## src/hdl/pulse_period_duty_meter_core_defines.svh

```systemverilog
// assertion macros shared by the pulse period and duty meter rtl
`ifndef PULSE_PERIOD_DUTY_METER_CORE_DEFINES_SVH
`define PULSE_PERIOD_DUTY_METER_CORE_DEFINES_SVH

// same-cycle implication, sampled on clk, off during reset
`define PPDM_ASSERT_IMP(lbl, ante, cons, msg) \
  lbl: assert property (@(posedge clk) disable iff (!rst_n) (ante) |-> (cons)) \
    else $error(msg);

// next-cycle implication, sampled on clk, off during reset
`define PPDM_ASSERT_NXT(lbl, ante, cons, msg) \
  lbl: assert property (@(posedge clk) disable iff (!rst_n) (ante) |=> (cons)) \
    else $error(msg);

`endif

```

## src/hdl/ppdm_pkg.sv

```systemverilog
// types and constants of the pulse period and duty meter
package ppdm_pkg;

  // capture timestamp width
  localparam int TIMER_BITS = 16;
  // divider operand widths
  localparam int QUO_W      = 27;
  localparam int DEN_W      = TIMER_BITS;
  localparam int CNT_W      = $clog2(QUO_W);
  // result field widths
  localparam int DUTY_W     = 7;
  localparam int RATE_W     = 27;
  // config port
  localparam int CFG_ADDR_W = 3;
  localparam int CFG_DATA_W = 32;
  localparam logic [RATE_W-1:0] RATE_RESET = RATE_W'(1000000);
  localparam logic [0:0] REG_TICK_RATE = 1'b0;
  localparam logic [QUO_W-1:0] PCT_SCALE = QUO_W'(100);

  // edge sequence position
  typedef enum logic [1:0] {
    PH_RISE1 = 2'd0,
    PH_FALL  = 2'd1,
    PH_RISE2 = 2'd2
  } phase_t;

  // sequencer states
  typedef enum logic [5:0] {
    S_IDLE       = 6'b000001,
    S_DUTY_START = 6'b000010,
    S_DUTY_WAIT  = 6'b000100,
    S_FREQ_START = 6'b001000,
    S_FREQ_WAIT  = 6'b010000,
    S_PUSH       = 6'b100000
  } state_t;

  // divider request and response
  typedef struct packed {
    logic             start;
    logic [QUO_W-1:0] dividend;
    logic [DEN_W-1:0] divisor;
  } div_req_t;

  typedef struct packed {
    logic             busy;
    logic             done;
    logic [QUO_W-1:0] quotient;
  } div_rsp_t;

endpackage

```

## src/hdl/ppdm_divider.sv

```systemverilog
// shared restoring divider, one quotient bit per cycle
module ppdm_divider
  import ppdm_pkg::*;
(
  input  logic     clk,
  input  logic     rst_n,
  input  div_req_t req,
  output div_rsp_t rsp
);

  logic             busy_r, busy_nxt;
  logic             done_r, done_nxt;
  logic [CNT_W-1:0] cnt_r, cnt_nxt;
  logic [DEN_W-1:0] rem_r, rem_nxt;
  logic [DEN_W-1:0] dvs_r, dvs_nxt;
  logic [QUO_W-1:0] quo_r, quo_nxt;
  logic [DEN_W:0]   rem_sh;
  logic [DEN_W:0]   rem_sub;
  logic             fits;

  // trial subtract of the shifted partial remainder
  assign rem_sh  = {rem_r, quo_r[QUO_W-1]};
  assign rem_sub = rem_sh - {1'b0, dvs_r};
  assign fits    = rem_sh >= {1'b0, dvs_r};

  // step control
  always_comb begin
    busy_nxt = busy_r;
    done_nxt = 1'b0;
    cnt_nxt  = cnt_r;
    rem_nxt  = rem_r;
    dvs_nxt  = dvs_r;
    quo_nxt  = quo_r;
    if (req.start) begin
      busy_nxt = 1'b1;
      cnt_nxt  = '0;
      rem_nxt  = '0;
      dvs_nxt  = req.divisor;
      quo_nxt  = req.dividend;
    end else if (busy_r) begin
      rem_nxt = fits ? rem_sub[DEN_W-1:0] : rem_sh[DEN_W-1:0];
      quo_nxt = {quo_r[QUO_W-2:0], fits};
      cnt_nxt = cnt_r + 1'b1;
      if (cnt_r == CNT_W'(QUO_W - 1)) begin
        busy_nxt = 1'b0;
        done_nxt = 1'b1;
      end
    end
  end

  // control state
  always_ff @(posedge clk) begin
    if (!rst_n) begin
      busy_r <= 1'b0;
      done_r <= 1'b0;
    end else begin
      busy_r <= busy_nxt;
      done_r <= done_nxt;
    end
  end

  // datapath
  always_ff @(posedge clk) begin
    cnt_r <= cnt_nxt;
    rem_r <= rem_nxt;
    dvs_r <= dvs_nxt;
    quo_r <= quo_nxt;
  end

  assign rsp.busy     = busy_r;
  assign rsp.done     = done_r;
  assign rsp.quotient = quo_r;

endmodule

```

## src/hdl/pulse_period_duty_meter_core.sv

```systemverilog
// top level of the pulse period and duty meter
//
// channel  direction  handshake                 payload
// in_      request    in_tvalid / in_tready     tdata: capture_time; tuser: edge_rising
// out_     result     out_tvalid / out_tready   tdata: valid_res, high, period, duty, freq
// cfg_     register   apb, pready always high   tick_rate_hz at byte address 0
//
// an edge that does not finish a rise/fall/rise sequence is accepted in idle and produces no result
// a completing edge runs two 27-step passes of the shared divider, duty first and then frequency
// a completing edge with non-increasing timestamps skips the divider and goes straight to the push
// rst_n is synchronous; it clears the edge sequence and loads tick rate 1000000
// a result waits in the output register; a stalled output holds back the next one
module pulse_period_duty_meter_core
  import ppdm_pkg::*;
(
  input  logic                  clk,
  input  logic                  rst_n,
  // capture requests
  input  logic                  in_tvalid,
  output logic                  in_tready,
  input  logic [15:0]           in_tdata,   // [15:0] capture_time
  input  logic                  in_tuser,   // [0] edge_rising
  // results
  output logic                  out_tvalid,
  input  logic                  out_tready,
  output logic [71:0]           out_tdata,  // [0] valid_res, [16:1] high_ticks,
                                            // [32:17] period_ticks, [39:33] duty_percent,
                                            // [66:40] frequency_hz, [71:67] zero
  // register port
  input  logic                  cfg_psel,
  input  logic                  cfg_penable,
  input  logic                  cfg_pwrite,
  input  logic [CFG_ADDR_W-1:0] cfg_paddr,
  input  logic [CFG_DATA_W-1:0] cfg_pwdata,
  output logic [CFG_DATA_W-1:0] cfg_prdata,
  output logic                  cfg_pready
);

`include "pulse_period_duty_meter_core_defines.svh"

  state_t                state_r, state_nxt;
  phase_t                phase_r, phase_nxt;
  logic [RATE_W-1:0]     rate_r;
  logic [TIMER_BITS-1:0] rise_r, rise_nxt;
  logic [TIMER_BITS-1:0] fall_r, fall_nxt;
  logic                  res_ok_r, res_ok_nxt;
  logic [TIMER_BITS-1:0] high_r, high_nxt;
  logic [TIMER_BITS-1:0] period_r, period_nxt;
  logic [DUTY_W-1:0]     duty_r, duty_nxt;
  logic [RATE_W-1:0]     freq_r, freq_nxt;
  logic                  ov_r, ov_nxt;
  logic [71:0]           od_r, od_nxt;
  logic                  in_acc;
  logic                  cfg_wr;
  logic [TIMER_BITS-1:0] cap_t;
  logic                  seq_ok;
  logic                  out_free;
  div_req_t              div_req;
  div_rsp_t              div_rsp;

  assign cap_t     = in_tdata[TIMER_BITS-1:0];
  assign in_tready = (state_r == S_IDLE);
  assign in_acc    = in_tvalid && in_tready;
  assign seq_ok    = (rise_r < fall_r) && (fall_r < cap_t);
  assign out_free  = !ov_r || out_tready;

  // register port
  assign cfg_pready = 1'b1;
  assign cfg_wr     = cfg_psel && cfg_penable && cfg_pwrite && cfg_pready
                      && (cfg_paddr[2] == REG_TICK_RATE);
  assign cfg_prdata = (cfg_paddr[2] == REG_TICK_RATE)
                      ? CFG_DATA_W'(rate_r) : '0;

  always_ff @(posedge clk) begin
    if (!rst_n) begin
      rate_r <= RATE_RESET;
    end else if (cfg_wr) begin
      rate_r <= cfg_pwdata[RATE_W-1:0];
    end
  end

  // shared divider requests
  always_comb begin
    div_req.start    = (state_r == S_DUTY_START) || (state_r == S_FREQ_START);
    div_req.divisor  = period_r;
    div_req.dividend = (state_r == S_DUTY_START)
                       ? QUO_W'({{(QUO_W-TIMER_BITS){1'b0}}, high_r} * PCT_SCALE)
                       : rate_r;
  end

  ppdm_divider u_div (
    .clk (clk),
    .rst_n (rst_n),
    .req (div_req),
    .rsp (div_rsp)
  );

  // sequencer and edge tracking
  always_comb begin
    state_nxt  = state_r;
    phase_nxt  = phase_r;
    rise_nxt   = rise_r;
    fall_nxt   = fall_r;
    res_ok_nxt = res_ok_r;
    high_nxt   = high_r;
    period_nxt = period_r;
    duty_nxt   = duty_r;
    freq_nxt   = freq_r;
    case (state_r)
      S_IDLE: begin
        if (in_acc) begin
          case (phase_r)
            PH_FALL: begin
              if (!in_tuser) begin
                fall_nxt  = cap_t;
                phase_nxt = PH_RISE2;
              end
            end
            PH_RISE2: begin
              if (in_tuser) begin
                phase_nxt  = PH_RISE1;
                res_ok_nxt = seq_ok;
                duty_nxt   = '0;
                freq_nxt   = '0;
                if (seq_ok) begin
                  high_nxt   = fall_r - rise_r;
                  period_nxt = cap_t - rise_r;
                  state_nxt  = S_DUTY_START;
                end else begin
                  high_nxt   = '0;
                  period_nxt = '0;
                  state_nxt  = S_PUSH;
                end
              end
            end
            default: begin
              if (in_tuser) begin
                rise_nxt  = cap_t;
                phase_nxt = PH_FALL;
              end
            end
          endcase
        end
      end
      S_DUTY_START: state_nxt = S_DUTY_WAIT;
      S_DUTY_WAIT: begin
        if (div_rsp.done) begin
          duty_nxt  = div_rsp.quotient[DUTY_W-1:0];
          state_nxt = S_FREQ_START;
        end
      end
      S_FREQ_START: state_nxt = S_FREQ_WAIT;
      S_FREQ_WAIT: begin
        if (div_rsp.done) begin
          freq_nxt  = div_rsp.quotient[RATE_W-1:0];
          state_nxt = S_PUSH;
        end
      end
      S_PUSH: begin
        if (out_free) begin
          state_nxt = S_IDLE;
        end
      end
      default: state_nxt = S_IDLE;
    endcase
  end

  // output register
  always_comb begin
    ov_nxt = ov_r;
    od_nxt = od_r;
    if (ov_r && out_tready) begin
      ov_nxt = 1'b0;
    end
    if ((state_r == S_PUSH) && out_free) begin
      ov_nxt = 1'b1;
      od_nxt = {5'b0, freq_r, duty_r, period_r, high_r, res_ok_r};
    end
  end

  assign out_tvalid = ov_r;
  assign out_tdata  = od_r;

  // control state
  always_ff @(posedge clk) begin
    if (!rst_n) begin
      state_r <= S_IDLE;
      phase_r <= PH_RISE1;
      ov_r    <= 1'b0;
    end else begin
      state_r <= state_nxt;
      phase_r <= phase_nxt;
      ov_r    <= ov_nxt;
    end
  end

  // payload
  always_ff @(posedge clk) begin
    rise_r   <= rise_nxt;
    fall_r   <= fall_nxt;
    res_ok_r <= res_ok_nxt;
    high_r   <= high_nxt;
    period_r <= period_nxt;
    duty_r   <= duty_nxt;
    freq_r   <= freq_nxt;
    od_r     <= od_nxt;
  end

  // checks
  `PPDM_ASSERT_IMP(a_div_start_idle, div_req.start, !div_rsp.busy,
    "divider restarted while busy")
  `PPDM_ASSERT_IMP(a_div_done_waited, div_rsp.done,
    (state_r == S_DUTY_WAIT) || (state_r == S_FREQ_WAIT),
    "divider finished outside a wait state")
  `PPDM_ASSERT_IMP(a_bad_res_zero, ov_r && !od_r[0], od_r[71:1] == '0,
    "rejected result carries nonzero fields")
  `PPDM_ASSERT_IMP(a_duty_range, ov_r, od_r[39:33] < DUTY_W'(100),
    "duty above 99 percent")

endmodule
```

## config.mk

```make
export PLATFORM = sky130hd
export DESIGN_NAME = pulse_period_duty_meter_core
export DESIGN_NICKNAME = d
export VERILOG_FILES = /design/src/hdl/ppdm_pkg.sv /design/src/hdl/ppdm_divider.sv /design/src/hdl/pulse_period_duty_meter_core.sv
export VERILOG_INCLUDE_DIRS = /design/src /design/src/hdl
export SDC_FILE = /design/constraint.sdc
export NUM_CORES = 1
export LEC_CHECK = 0
export ABC_AREA = 0
export BUFFER_PORTS_ARGS = -buffer_cell sky130_fd_sc_hd__buf_2
export CAP_MARGIN = 20
export CORE_ASPECT_RATIO = 0.6
export CORE_UTILIZATION = 50
export DETAILED_ROUTE_END_ITERATION = 10
export PLACE_DENSITY = 0.72
export SYNTH_ARGS = -nofsm -noshare
export SYNTH_HDL_FRONTEND = slang
export SYNTH_SLANG_ARGS = --single-unit
```

## constraint.sdc

```tcl
create_clock -name clk -period 4.92 [get_ports clk]
set_input_delay 0.246 -clock clk [delete_from_list [all_inputs] [get_ports clk]]
set_output_delay 0.246 -clock clk [all_outputs]
set_load 0.005 [all_outputs]
```

# Word level (Yosys, flattened, before mapping)
# Index checks and enable logic that the tools add are counted.
# totals
register_bits	268
in_bits	59
wordCells	105
# op_classes
add_sub_neg	4
mul	1
n_lt_le_gt_ge	3
eq_ne	17
n_mux	33
bitwise_logic	5
n_reduce_logical	24
# ops
cell	n
$mux W27	8
$pmux W27 S2	1
$sub A16 B16 Y16	3
$mux W6	7
$pmux W6 S6	1
$lt A16 B16 Y1	2
$mux W7	4
$mul A16 B5 Y21 const B	1
$ge A17 B16 Y1	1
$mux W16	1
$reduce_and A5 Y1	3
$pmux W7 S2	1
$reduce_and A4 Y1	3
$ne A2 B1 Y1 const B	5
$reduce_bool A2 Y1	5
$logic_and A1 B1 Y1	7
$eq A6 B1 Y1 const B	1
$eq A6 B2 Y1 const B	1
$eq A6 B3 Y1 const B	1
$eq A6 B4 Y1 const B	1
$eq A6 B5 Y1 const B	1
$eq A6 B6 Y1 const B	1
$mux W1	6
$mux W2	3
other kinds (12)	19

# Longest topological paths before layout
# Gate-level depths: netlist of run 1.
# logic_depth
ltp_word	7
depth_mapped	13
depth_no_buf	13

# Hierarchy
# A second synthesis of run 1 with hierarchy kept.
# hier_totals
hier_cells	1312
hier_area_um2	14574.0
# modules_own_cells
mod	n_inst	cells_per_inst	area_each_um2
pulse_period_duty_meter_core	1	972	10914.2
ppdm_divider	1	340	3659.8

# Worst setup path before layout of run 1
# OpenSTA, ideal clock, no wires.
# synth_timing
kind	reg-to-reg
startpoint	register state_r[2]
endpoint	register od_r[0] (netlist: out_tdata[0]), enable pin
setup_ns	0.500
arrival_time_ns	3.681
required_ns	4.420
slack_ns	0.739
stages_incl_launch_ff	4
cell_sequence	dfxtp_1 > nor2_1 > nand4b_1 > nor2b_1
# synth_via
elab_chain_len	2
# synth_rtl
element	line	rtl
from (decl)	pulse_period_duty_meter_core.sv:41	state_t state_r, state_nxt;
from (signal assigned)	pulse_period_duty_meter_core.sv:191	state_r <= state_nxt;
$eq A6 B6 Y1	pulse_period_duty_meter_core.sv:175	if ((state_r == S_PUSH) && out_free) begin
$logic_and A1 B1 Y1	pulse_period_duty_meter_core.sv:175	
to (signal assigned)	pulse_period_duty_meter_core.sv:206	od_r <= od_nxt;
to (decl)	pulse_period_duty_meter_core.sv:52	logic [71:0] od_r, od_nxt;
# No other way between the ends.
# A chain may end at the register's enable or synchronous reset.

# Final worst setup path of run 1
# layout_timing
startpoint	register high_r[1]
endpoint	register u_div.quo_r[22] (data pin)
# layout_via
elab_chain_len	3
# layout_rtl
element	line	rtl
from (decl)	pulse_period_duty_meter_core.sv:47	logic [TIMER_BITS-1:0] high_r, high_nxt;
from (signal assigned)	pulse_period_duty_meter_core.sv:202	high_r <= high_nxt;
$mul A16 B5 Y21	pulse_period_duty_meter_core.sv:87	? QUO_W'({{(QUO_W-TIMER_BITS){1'b0}}, high_r} * PCT_SCALE)
$mux W27	pulse_period_duty_meter_core.sv:87	
$mux W27	ppdm_divider.sv:34	if (req.start) begin
via u_div.quo_nxt[22]	ppdm_divider.sv:16	logic [QUO_W-1:0] quo_r, quo_nxt;
to (signal assigned)	ppdm_divider.sv:67	quo_r <= quo_nxt;
to (decl)	ppdm_divider.sv:16	
# The timed path passes the listed nets, and every way through them passes these cells.

==> results of run 1 <==
logic make-up (layout without fill, tap and decap cells):
kind of cell / after synthesis / in the layout / share of synthesized area
buffers and inverters: 171 / 371 / 0.0484
DFF: 268 / 268 / 0.520
AOI/OAI and AO/OA: 257 / 257 / 0.116
adders and majority gates: 132 / 132 / 0.122
and+or+nand+nor: 400 / 400 / 0.142
xor gates and xnor gates: 34 / 34 / 0.0208
other: 2 / 11 / 0.000524
muxes: 41 / 41 / 0.0291
synth_stat cells, drive strengths merged, types with 4 or more instances:
cell type	n
edfxtp	209
buf	20
a21boi	26
o21bai	6
nand2b	12
a211oi	15
o31ai	5
xor2	16
dfxtp	59
nor2	76
o211ai	6
nand4	10
and3	16
a21o	17
clkbuf	34
or2	5
inv	117
fa	14
a21oi	67
xnor2	18
a2111oi	4
and2	35
o22ai	4
mux2	6
nor2b	46
nor4	4
nand4b	7
nor3	38
a31oi	10
nor3b	10
o21ai	53
mux2i	35
nand2	99
o21a	19
nand3	32
o311ai	5
ha	118
sequential cells by signal, indices dropped and copies added, names as in the netlist:
| signal | count |
|---|---|
| duty_r | 7 |
| res_ok_r | 1 |
| u_div.quo_r | 27 |
| out_tvalid | 1 |
| u_div.done_r | 1 |
| u_div.busy_r | 1 |
| state_r | 6 |
| phase_r | 2 |
| freq_r | 27 |
| rate_r | 27 |
| period_r | 16 |
| high_r | 16 |
| u_div.rem_r | 16 |
| u_div.dvs_r | 16 |
| u_div.cnt_r | 5 |
| rise_r | 16 |
| fall_r | 16 |
| out_tdata | 67 |
metrics by stage:
stage / cell area (um^2) / hold WS [ns] / utilization
2_1_floorplan: 14400 / 0.345 / -
3_3_place_gp: 15500 / 0.403 / 0.554
3_5_place_dp: 15500 / 0.405 / 0.554
4_1_cts: 16700 / 0.0560 / 0.601
5_1_grt: 16700 / 0.0865 / 0.601
6_report: 16700 / 0.0909 / 0.601
power by group:
part	switching, uW	internal (uW)
sequential	18.7	2450
clock	865	1150
combinational	245	192
total	1130	3790
cells in the final DEF, fill, tap and decap left out, drive strengths merged, types with 12 or more instances in the layout:
cell         instances
o21ai               53
nor2                76
xnor2               18
nand2               99
ha                 118
clkbuf              37
nor3                38
o21a                19
a21oi               67
a21o                17
fa                  14
dlygate4sd3         43
xor2                16
a211oi              15
mux2i               35
nand3               32
edfxtp             209
nor2b               46
dfxtp               59
and2                35
inv                117
and3                16
buf                163
a21boi              26
nand2b              12
layout make-up:
class | count | area [um^2]
Inverter | 117 | 439
Clock inverter | 11 | 125
Multi-Input combinational cell | 875 | 6240
Clock buffer | 37 | 732
Timing Repair Buffer | 206 | 1290
Tap cell | 367 | 459
Fill cell | 2269 | 11100
Sequential cell | 268 | 7460
routing by layer:
metal / GRT usage / vias to the layer above / wire length (um)
li1: - / 5055 / -
met1: 0.339 / 4918 / 16000
met2: 0.319 / 310 / 13500
met3: 0.0331 / 37 / 2040
met4: 0.0464 / 0 / 561
met5: 0 / - / 0
worst max-delay path, delay by kind of cell (launching register included):
kind                       cells  cell delay, ns
adders and majority gates      4            1.44
xor gates and xnor gates       1            0.40
DFF                            1            0.46
AOI/OAI and AO/OA              6            1.58
final timing paths:
kind	from	slack [ns]	depth (start not counted)	endpoint
max	high_r[1]	0.77	11	u_div.quo_r[22]
min reg2reg	freq_r[11]	0.40	0	out_tdata[51]
max reg2reg	high_r[1]	0.77	11	u_div.quo_r[22]
min	in_tvalid	0.09	4	phase_r[1]
==> impl_metrics.py, run 1 <==
metrics = {
    "power": {
        "power.static_leakage_uw": 0.00720,
        "power_density_over_the_cells_nw_per_um2": 294,
        "peakVddDrop_mv": 0.284,
        "overall_power_uw": 4920,
    },
    "synthesis": {
        "synth_cell_types": 71,
        "synth-warning-count": 0,
        "synth.yosys.seq_area_share": 0.520,
        "synthesis.area_um2": 14300,
        "synth_seq_cells": 268,
        "async_sr_flop_fraction": 0,
        "number_of_synthesized_flops_with_an_enable_pin": 209,
        "synth_ff_type": "sky130_fd_sc_hd__edfxtp_1",
        "synth_top_area_cell": "sky130_fd_sc_hd__edfxtp_1",
        "syn_inst": 1305,
        "synth.top_cell.area_share": 0.438,
        "netlist_top_cells_area": "sky130_fd_sc_hd__edfxtp_1 44%, sky130_fd_sc_hd__ha_1 10%, sky130_fd_sc_hd__dfxtp_1 8.2%",
        "synthesis.area_per_instance_um2": 11.0,
    },
    "critical_path": {
        "worstSetupEndpointType": "flip-flop",
        "critPathArrivalTime_ns": 4.43,
        "required_time_worst_endpoint_ns": 5.21,
        "timing.critical_path.slowest_stage_cell": "sky130_fd_sc_hd__fa_1",
        "critical_path_class": "reg -> reg",
        "cp_max_fo": 4,
        "crit_path_frequent_cell": "sky130_fd_sc_hd__ha_1",
        "startpoint_types": "flip-flop",
        "worst_path_largest_cell_delay_ns": 0.49,
        "crit_path_cell_trace": "ha_1 -> ha_1 -> ha_1 -> fa_1 -> a211oi_1 -> o21a_1 -> o311ai_0 -> a211oi_1 -> a21oi_1 -> xnor2_1 -> o21ai_0",
    },
    "grt": {
        "wire_length_of_the_first_global_routing_pass_um": 50700,
        "grtUsageTotal": 0.218,
        "first_global_vias": 9815,
        "number_of_antenna_violations_at_the_first_check_in_global_routing": 0,
        "grt_overflow": 0,
        "grt_start_max_net_pins": 38,
    },
    "detailed_routing": {
        "wl_per_cell_um": 17.1,
        "drt_iter0_markers": 813,
        "route.final.wire_length_um": 32100,
        "via_count_normalized_by_instance_count": 5.49,
        "drt_first_pass_iters": 8,
        "remaining_drc_errors": 9,
        "num_vias": 10300,
        "drt.antenna.violating_nets": 0,
    },
    "clock_network": {
        "ctsHoldBuffers": 43,
        "cts-root-buf": "sky130_fd_sc_hd__clkbuf_16",
        "ctsResizeCount": 0,
        "cts-root-to-sink-buffers": 3,
        "cts.htree.levels": 1,
        "cts_tree": "built",
        "cts_num_sinks": 268,
        "post_cts_setup_buffer_count": 0,
        "cts_buffers": 26,
        "clock_slew_at_the_register_clock_pins_of_the_worst_setup_and_hold_paths_ns": 0.07,
        "worst_skew_pair_later_pin_latency_ns": 0.55,
    },
    "sta": {
        "setup_total_negative_slack_ns": 0,
        "max_freq_mhz": 241,
        "relSlewSlack": 0.274,
        "max_slew.worst_pin.slew_ns": 1.09,
        "final.period_utilization": 0.843,
        "finalMaxSlewViolations": 0,
        "clock-skew-final_ns": 0.0187,
        "final.setup.worst_slack_ns": 0.773,
        "timing.final.setup_violations": 0,
        "grt_setup_unrepaired": "false",
        "period_needed_ns": 4.15,
        "hold_viol_final": 0,
    },
    "outcome": {
        "outcome": "finished with violations",
        "violations": "design-rule violations",
    },
    "final_layout": {
        "number_of_nets_in_the_layout": 1685,
        "final_cell_count_no_fill": 1881,
        "fraction_of_final_layout_cells_with_drive_strength_greater_than_1": 0.151,
        "area_growth_pct": 16.7,
        "antenna_cells": 0,
    },
    "floorplan": {
        "placeableCoreArea_um2": 27900,
        "die_area_um2": 29400,
        "boundaryPins": 166,
        "floorplan.initialDensity": 0.515,
        "rows": 47,
        "die-width_um": 221,
        "die_span_y_um": 133,
    },
    "run": {
        "drv_cap": 0,
    },
    "placed_design": {
        "gpl.final_weighted_congestion": 0.876,
        "port-buffer-count": 147,
        "detailedPlace.worstSlack_ns": 0.920,
        "number_of_placed_cells_counting_well_taps": 1790,
        "dpl.hpwl_um": 23400,
    },
    "min_path": {
        "holdCritPathClass": "in -> reg",
    },
}
Power figures use the tool's default switching activity.
==> run 2, diff against run 1 <==
--- a/config.mk
+++ b/config.mk
@@ -12,7 +12,7 @@
 export CORE_ASPECT_RATIO = 0.6
 export CORE_UTILIZATION = 50
 export DETAILED_ROUTE_END_ITERATION = 10
-export PLACE_DENSITY = 0.72
+export PLACE_DENSITY = 0.75
 export SYNTH_ARGS = -nofsm -noshare
 export SYNTH_HDL_FRONTEND = slang
 export SYNTH_SLANG_ARGS = --single-unit
==> constraint.sdc (replaced) <==
create_clock -name clk -period 3.5 [get_ports clk]
set_input_delay 0.175 -clock clk [delete_from_list [all_inputs] [get_ports clk]]
set_output_delay 0.175 -clock clk [all_outputs]
set_load 0.005 [all_outputs]
==> impl_metrics.py, run 2 (synthesis gave the netlist of run 1 again) <==
metrics = {
    "detailed_routing": {
        "drt_iter0_markers": 871,
        "wl_per_cell_um": 17.6,
        "drt.antenna.violating_nets": 0,
        "via_count_normalized_by_instance_count": 5.55,
        "num_vias": 10600,
        "drt_first_pass_iters": 8,
        "remaining_drc_errors": 7,
        "route.final.wire_length_um": 33700,
    },
    "placed_design": {
        "number_of_placed_cells_counting_well_taps": 1820,
        "dpl.hpwl_um": 24100,
        "port-buffer-count": 147,
        "gpl.final_weighted_congestion": 0.880,
        "postPlaceCellArea_um2": 15700,
    },
    "grt": {
        "first_global_vias": 10000,
        "grt_util_met3": 0.0393,
        "grtUsageTotal": 0.227,
        "groute.layer.met1.usage": 0.355,
        "use_met2": 0.324,
        "grt_start_max_net_pins": 38,
        "number_of_antenna_violations_at_the_first_check_in_global_routing": 0,
        "wire_length_of_the_first_global_routing_pass_um": 52900,
        "gr_busiest_metal": "met1",
        "grt_overflow": 0,
    },
    "critical_path": {
        "startpoint_types": "flip-flop",
        "cp-startpoint": "high_r[2]",
        "path_buf_inv": 1,
        "critPathArrivalTime_ns": 3.67,
        "cp_max_fo": 3,
        "timing.critical_path.slowest_stage_cell": "sky130_fd_sc_hd__fa_1",
        "worst_path_dominant_cell_family": "adder cells",
        "required_time_worst_endpoint_ns": 3.78,
        "critical_path_class": "reg -> reg",
        "crit_path_cell_trace": "ha_1 -> ha_4 -> fa_1 -> ha_4 -> a211oi_4 -> o21a_2 -> buf_4 -> o21ai_0 -> a21oi_1 -> o21ai_1 -> xnor2_1 -> o21ai_0",
        "worstSetupEndpointType": "flip-flop",
        "r2r_start": "high_r[2]",
        "worst-r2r-setup-slack_ns": 0.10,
        "worst_path_largest_cell_delay_ns": 0.57,
    },
    "min_path": {
        "min_from": "in_tvalid",
        "holdCritPathClass": "in -> reg",
    },
    "sta": {
        "relSlewSlack": 0.559,
        "clock-skew-final_ns": 0.0113,
        "period_needed_ns": 3.40,
        "finalMaxSlewViolations": 0,
        "max_slew.worst_pin.slew_ns": 0.660,
        "timing.final.setup_violations": 0,
        "final.period_utilization": 0.971,
        "max_freq_mhz": 294,
        "hold_viol_final": 0,
    },
    "final_layout": {
        "antenna_cells": 0,
        "layout_common_cells": "209 x sky130_fd_sc_hd__edfxtp_1, 147 x sky130_fd_sc_hd__buf_2, 115 x sky130_fd_sc_hd__inv_1",
        "final_cell_count_no_fill": 1918,
        "final_design_area_no_fill_um2": 17200,
        "fraction_of_final_layout_cells_with_drive_strength_greater_than_1": 0.186,
        "area_growth_pct": 20.1,
        "number_of_nets_in_the_layout": 1722,
        "layout_commonest_cell": "sky130_fd_sc_hd__edfxtp_1",
        "largest_register_ff_count": 67,
    },
    "run": {
        "drv_cap": 0,
    },
    "floorplan": {
        "placeableCoreArea_um2": 27900,
        "rows": 47,
        "boundaryPins": 166,
        "die_span_y_um": 133,
        "die-width_um": 221,
        "die_area_um2": 29400,
        "floorplan.initialDensity": 0.515,
    },
    "clock_network": {
        "cts-root-to-sink-buffers": 3,
        "cts.htree.levels": 1,
        "cts_buffers": 26,
        "worst_skew_pair_later_pin_latency_ns": 0.55,
        "cts_num_sinks": 268,
        "cts_tree": "built",
        "cts-root-buf": "sky130_fd_sc_hd__clkbuf_16",
        "clock_slew_at_the_register_clock_pins_of_the_worst_setup_and_hold_paths_ns": 0.06,
    },
    "outcome": {
        "outcome": "finished with violations",
        "violations": "design-rule violations",
    },
    "power": {
        "power.static_leakage_uw": 0.00739,
        "overall_power_uw": 6900,
        "peakVddDrop_mv": 0.383,
        "power_density_over_the_cells_nw_per_um2": 401,
    },
}
==> run 2: cell count changes in the layout (fill, tap and decap cells not counted), moves of 3 or more <==
| cell | change |
|---|---|
| sky130_fd_sc_hd__a21oi_1 | -5 |
| sky130_fd_sc_hd__a21oi_2 | +4 |
| sky130_fd_sc_hd__buf_4 | +35 |
| sky130_fd_sc_hd__clkinv_1 | +4 |
| sky130_fd_sc_hd__ha_1 | -6 |
| sky130_fd_sc_hd__ha_4 | +5 |
| sky130_fd_sc_hd__o21ai_0 | -5 |
| sky130_fd_sc_hd__o21ai_1 | +3 |
==> run 2: through the flow <==
step | TNS [ns] | hold WS (ns) | util | worst slack, ns
floorplan | 0 | 0.274 | - | 0.156
global placement | -0.0986 | 0.384 | 0.563 | -0.0516
detailed placement | -0.401 | 0.389 | 0.563 | -0.154
CTS | -0.0136 | 0.0220 | 0.609 | -0.0136
global route | -0.0548 | 0.0634 | 0.618 | -0.0270
finish | 0 | 0.0427 | 0.618 | 0.102
==> run 2: worst paths after layout <==
check / endpoint / depth (start not counted)
worst min-delay path: phase_r[1] / 4
worst max register to register: u_div.quo_r[16] / 12
worst max-delay path: u_div.quo_r[16] / 12
worst min register to register: out_tdata[62] / 0
==> run 2: area by class of cell <==
type	count	area, um^2
clock buffers	36	749
multi-input cells	875	6430
inverters	117	439
well taps	367	459
repair buffers	243	1600
flip-flops and latches	268	7460
clock inverters	12	90.1
fillers	2184	10700
==> run 2: power breakdown <==
| group | switching, uW | internal, uW |
|---|---|---|
| Combinational | 356 | 289 |
| Clock | 1220 | 1570 |
| Sequential | 26.7 | 3440 |
| Total | 1600 | 5300 |
==> run 2: repair_timing <==
item	in CTS	in global routing
setup buffers	0	7
endpoints found under the setup margin	6	9
pin swaps	0	17
resized for setup	6	34
hold buffers	43	0
hold endpoints to repair	59	0
==> run 2: metal layers <==
layer  share of wire  wire length (um)
met3           0.075              2520
met5               0                 0
met2            0.42             14300
met1            0.48             16200
met4           0.020               684
==> run 2: worst register-to-register path, stage by stage, from the launching register on <==
cell and delay (ns):
sky130_fd_sc_hd__edfxtp_1 0.43, sky130_fd_sc_hd__ha_1 0.37, sky130_fd_sc_hd__ha_4 0.23, sky130_fd_sc_hd__fa_1 0.57
sky130_fd_sc_hd__ha_4 0.22, sky130_fd_sc_hd__a211oi_4 0.27, sky130_fd_sc_hd__o21a_2 0.21, sky130_fd_sc_hd__buf_4 0.13
sky130_fd_sc_hd__o21ai_0 0.08, sky130_fd_sc_hd__a21oi_1 0.24, sky130_fd_sc_hd__o21ai_1 0.12, sky130_fd_sc_hd__xnor2_1 0.15
sky130_fd_sc_hd__o21ai_0 0.11
==> run 3, diff against run 2 <==
--- a/config.mk
+++ b/config.mk
@@ -11,6 +11,7 @@
 export CAP_MARGIN = 20
 export CORE_ASPECT_RATIO = 0.6
 export CORE_UTILIZATION = 50
+export CTS_BUF_LIST = sky130_fd_sc_hd__clkbuf_4 sky130_fd_sc_hd__clkbuf_8
 export DETAILED_ROUTE_END_ITERATION = 10
 export PLACE_DENSITY = 0.75
 export SYNTH_ARGS = -nofsm -noshare
==> impl_metrics.py, run 3 (synthesis gave the netlist of run 1 again) <==
metrics = {
    "floorplan": {
        "die-width_um": 221,
        "boundaryPins": 166,
        "placeableCoreArea_um2": 27900,
        "die_area_um2": 29400,
        "rows": 47,
        "floorplan.initialDensity": 0.515,
        "die_span_y_um": 133,
    },
    "critical_path": {
        "worst-r2r-setup-slack_ns": 0.08,
        "reg2regPathDepth": 13,
        "r2r_start": "high_r[6]",
        "worstSetupEndpointType": "flip-flop",
        "worst_path_dominant_cell_family": "adder cells",
        "worst_path_largest_cell_delay_ns": 0.53,
        "timing.critical_path.slowest_stage_cell": "sky130_fd_sc_hd__or4_4",
        "endpoint_of_the_most_critical_register_to_register_path": "u_div.quo_r[21]",
        "crit_path_frequent_cell": "sky130_fd_sc_hd__ha_1",
        "critical_path_class": "reg -> reg",
        "critPathArrivalTime_ns": 3.74,
        "critical_path_depth": 13,
        "cp_max_fo": 5,
        "crit_path_cell_trace": "ha_1 -> ha_1 -> inv_1 -> fa_1 -> inv_2 -> ha_4 -> or4_4 -> o211ai_1 -> o21bai_4 -> a21oi_4 -> o21ai_2 -> nand3_1 -> o211a_1",
        "startpoint_types": "flip-flop",
        "path_buf_inv": 2,
        "required_time_worst_endpoint_ns": 3.82,
    },
    "detailed_routing": {
        "drt_iter0_markers": 866,
        "remaining_drc_errors": 7,
        "drt.antenna.violating_nets": 0,
        "route.final.wire_length_um": 33500,
        "drt_first_pass_iters": 8,
        "num_vias": 10700,
        "via_count_normalized_by_instance_count": 5.49,
        "wl_per_cell_um": 17.2,
    },
    "run": {
        "drv_cap": 0,
    },
    "sta": {
        "finalMaxSlewViolations": 0,
        "relSlewSlack": 0.574,
        "period_needed_ns": 3.42,
        "max_freq_mhz": 292,
        "hold_viol_final": 0,
        "final.setup.worst_slack_ns": 0.0789,
        "max_slew.worst_pin.slew_ns": 0.638,
        "timing.final.setup_violations": 0,
        "final.period_utilization": 0.977,
        "clock-skew-final_ns": 0.0366,
        "setup_total_negative_slack_ns": 0,
    },
    "clock_network": {
        "cts-root-to-sink-buffers": 3,
        "cts_buffers": 42,
        "cts_num_sinks": 268,
        "cts-root-buf": "sky130_fd_sc_hd__clkbuf_8",
        "worst_skew_pair_later_pin_latency_ns": 0.58,
        "cts_tree": "built",
        "cts.htree.levels": 2,
        "clock_slew_at_the_register_clock_pins_of_the_worst_setup_and_hold_paths_ns": 0.06,
    },
    "final_layout": {
        "largest_register_ff_count": 67,
        "number_of_nets_in_the_layout": 1743,
        "nFillCells": 2210,
        "antenna_cells": 0,
        "fraction_of_final_layout_cells_with_drive_strength_greater_than_1": 0.205,
        "layout_commonest_cell": "sky130_fd_sc_hd__edfxtp_1",
        "area_growth_pct": 20.4,
        "layout_common_cells": "209 x sky130_fd_sc_hd__edfxtp_1, 147 x sky130_fd_sc_hd__buf_2, 114 x sky130_fd_sc_hd__inv_1",
    },
    "min_path": {
        "hold_end": "phase_r[1]",
        "min_from": "in_tuser",
        "holdCritPathClass": "in -> reg",
        "hold-path-cell-count": 4,
    },
    "grt": {
        "grtUsageTotal": 0.229,
        "use_met2": 0.321,
        "groute.layer.met1.usage": 0.356,
        "wire_length_of_the_first_global_routing_pass_um": 53100,
        "grt_util_met3": 0.0473,
        "gr_busiest_metal": "met1",
        "grt_start_max_net_pins": 38,
        "number_of_antenna_violations_at_the_first_check_in_global_routing": 0,
        "grt_overflow": 0,
        "first_global_vias": 10100,
    },
    "outcome": {
        "violations": "design-rule violations",
        "outcome": "finished with violations",
    },
    "placed_design": {
        "port-buffer-count": 147,
        "dpl.hpwl_um": 24100,
        "detailedPlace.worstSlack_ns": -0.154,
        "gpl.final_weighted_congestion": 0.880,
    },
    "power": {
        "power.static_leakage_uw": 0.00745,
        "peakVddDrop_mv": 0.237,
        "power_density_over_the_cells_nw_per_um2": 393,
    },
}
## run 3: area by class of cell
cell class	count	area, um^2	area share
well taps	367	459	0.0266
multi-input cells	875	6440	0.373
clock buffers	59	724	0.0419
repair buffers	248	1640	0.0948
clock inverters	18	115	0.00667
flip-flops and latches	268	7460	0.432
inverters	117	439	0.0254
## run 3: metrics by stage
| step | cell area [um^2] | utilization | hold WS (ns) | total power [uW] | std cells |
|---|---|---|---|---|---|
| finish | 17300 | 0.620 | 0.0792 | 6790 | 1952 |
| global route | 17300 | 0.620 | 0.0742 | 7060 | 1952 |
| CTS | 17000 | 0.610 | 0.0408 | 6810 | 1941 |
| detailed placement | 15700 | 0.563 | 0.389 | 4120 | 1820 |
| global placement | 15700 | 0.563 | 0.384 | 4100 | 1820 |
| floorplan | 14400 | - | 0.274 | 3950 | 1314 |
## run 3: worst max-delay path by stage
stage | start | to | slack [ns]
after detailed placement | high_r[1] | u_div.quo_r[20] | -0.15
final | high_r[6] | u_div.quo_r[21] | 0.08
after global routing | high_r[2] | u_div.quo_r[21] | -0.04
after floorplan | high_r[4] | u_div.quo_r[22] | 0.16
after global placement | high_r[3] | u_div.quo_r[20] | -0.05
after CTS | high_r[4] | u_div.quo_r[21] | 0.003
## run 3: report_power, final
part / internal [uW] / leakage (uW) / total [uW] / switching, uW
sequential: 3440 / 0.00245 / 3470 / 26.6
clock: 1420 / 0.000445 / 2670 / 1250
combinational: 291 / 0.00455 / 646 / 355
## run 3: worst reg2reg max path: stages, from the launching register on
cell and delay (ns):
sky130_fd_sc_hd__edfxtp_1 0.43, sky130_fd_sc_hd__ha_1 0.32, sky130_fd_sc_hd__ha_1 0.28, sky130_fd_sc_hd__inv_1 0.05, sky130_fd_sc_hd__fa_1 0.49, sky130_fd_sc_hd__inv_2 0.05
sky130_fd_sc_hd__ha_4 0.17, sky130_fd_sc_hd__or4_4 0.53, sky130_fd_sc_hd__o211ai_1 0.10, sky130_fd_sc_hd__o21bai_4 0.18, sky130_fd_sc_hd__a21oi_4 0.10, sky130_fd_sc_hd__o21ai_2 0.22
sky130_fd_sc_hd__nand3_1 0.12, sky130_fd_sc_hd__o211a_1 0.14
## run 3: what timing repair did
item | in CTS | in global routing
hold buffers | 44 | 0
hold endpoints to repair | 60 | 0
pin swaps | 0 | 21
resized for setup | 8 | 34
setup endpoints to repair | 5 | 8
buffers inserted | 0 | 11
## run 3: layer usage
metal | routed length, um | share of wire
met1 | 16500 | 0.49
met2 | 13900 | 0.41
met3 | 2500 | 0.075
met4 | 649 | 0.019
met5 | 0 | 0
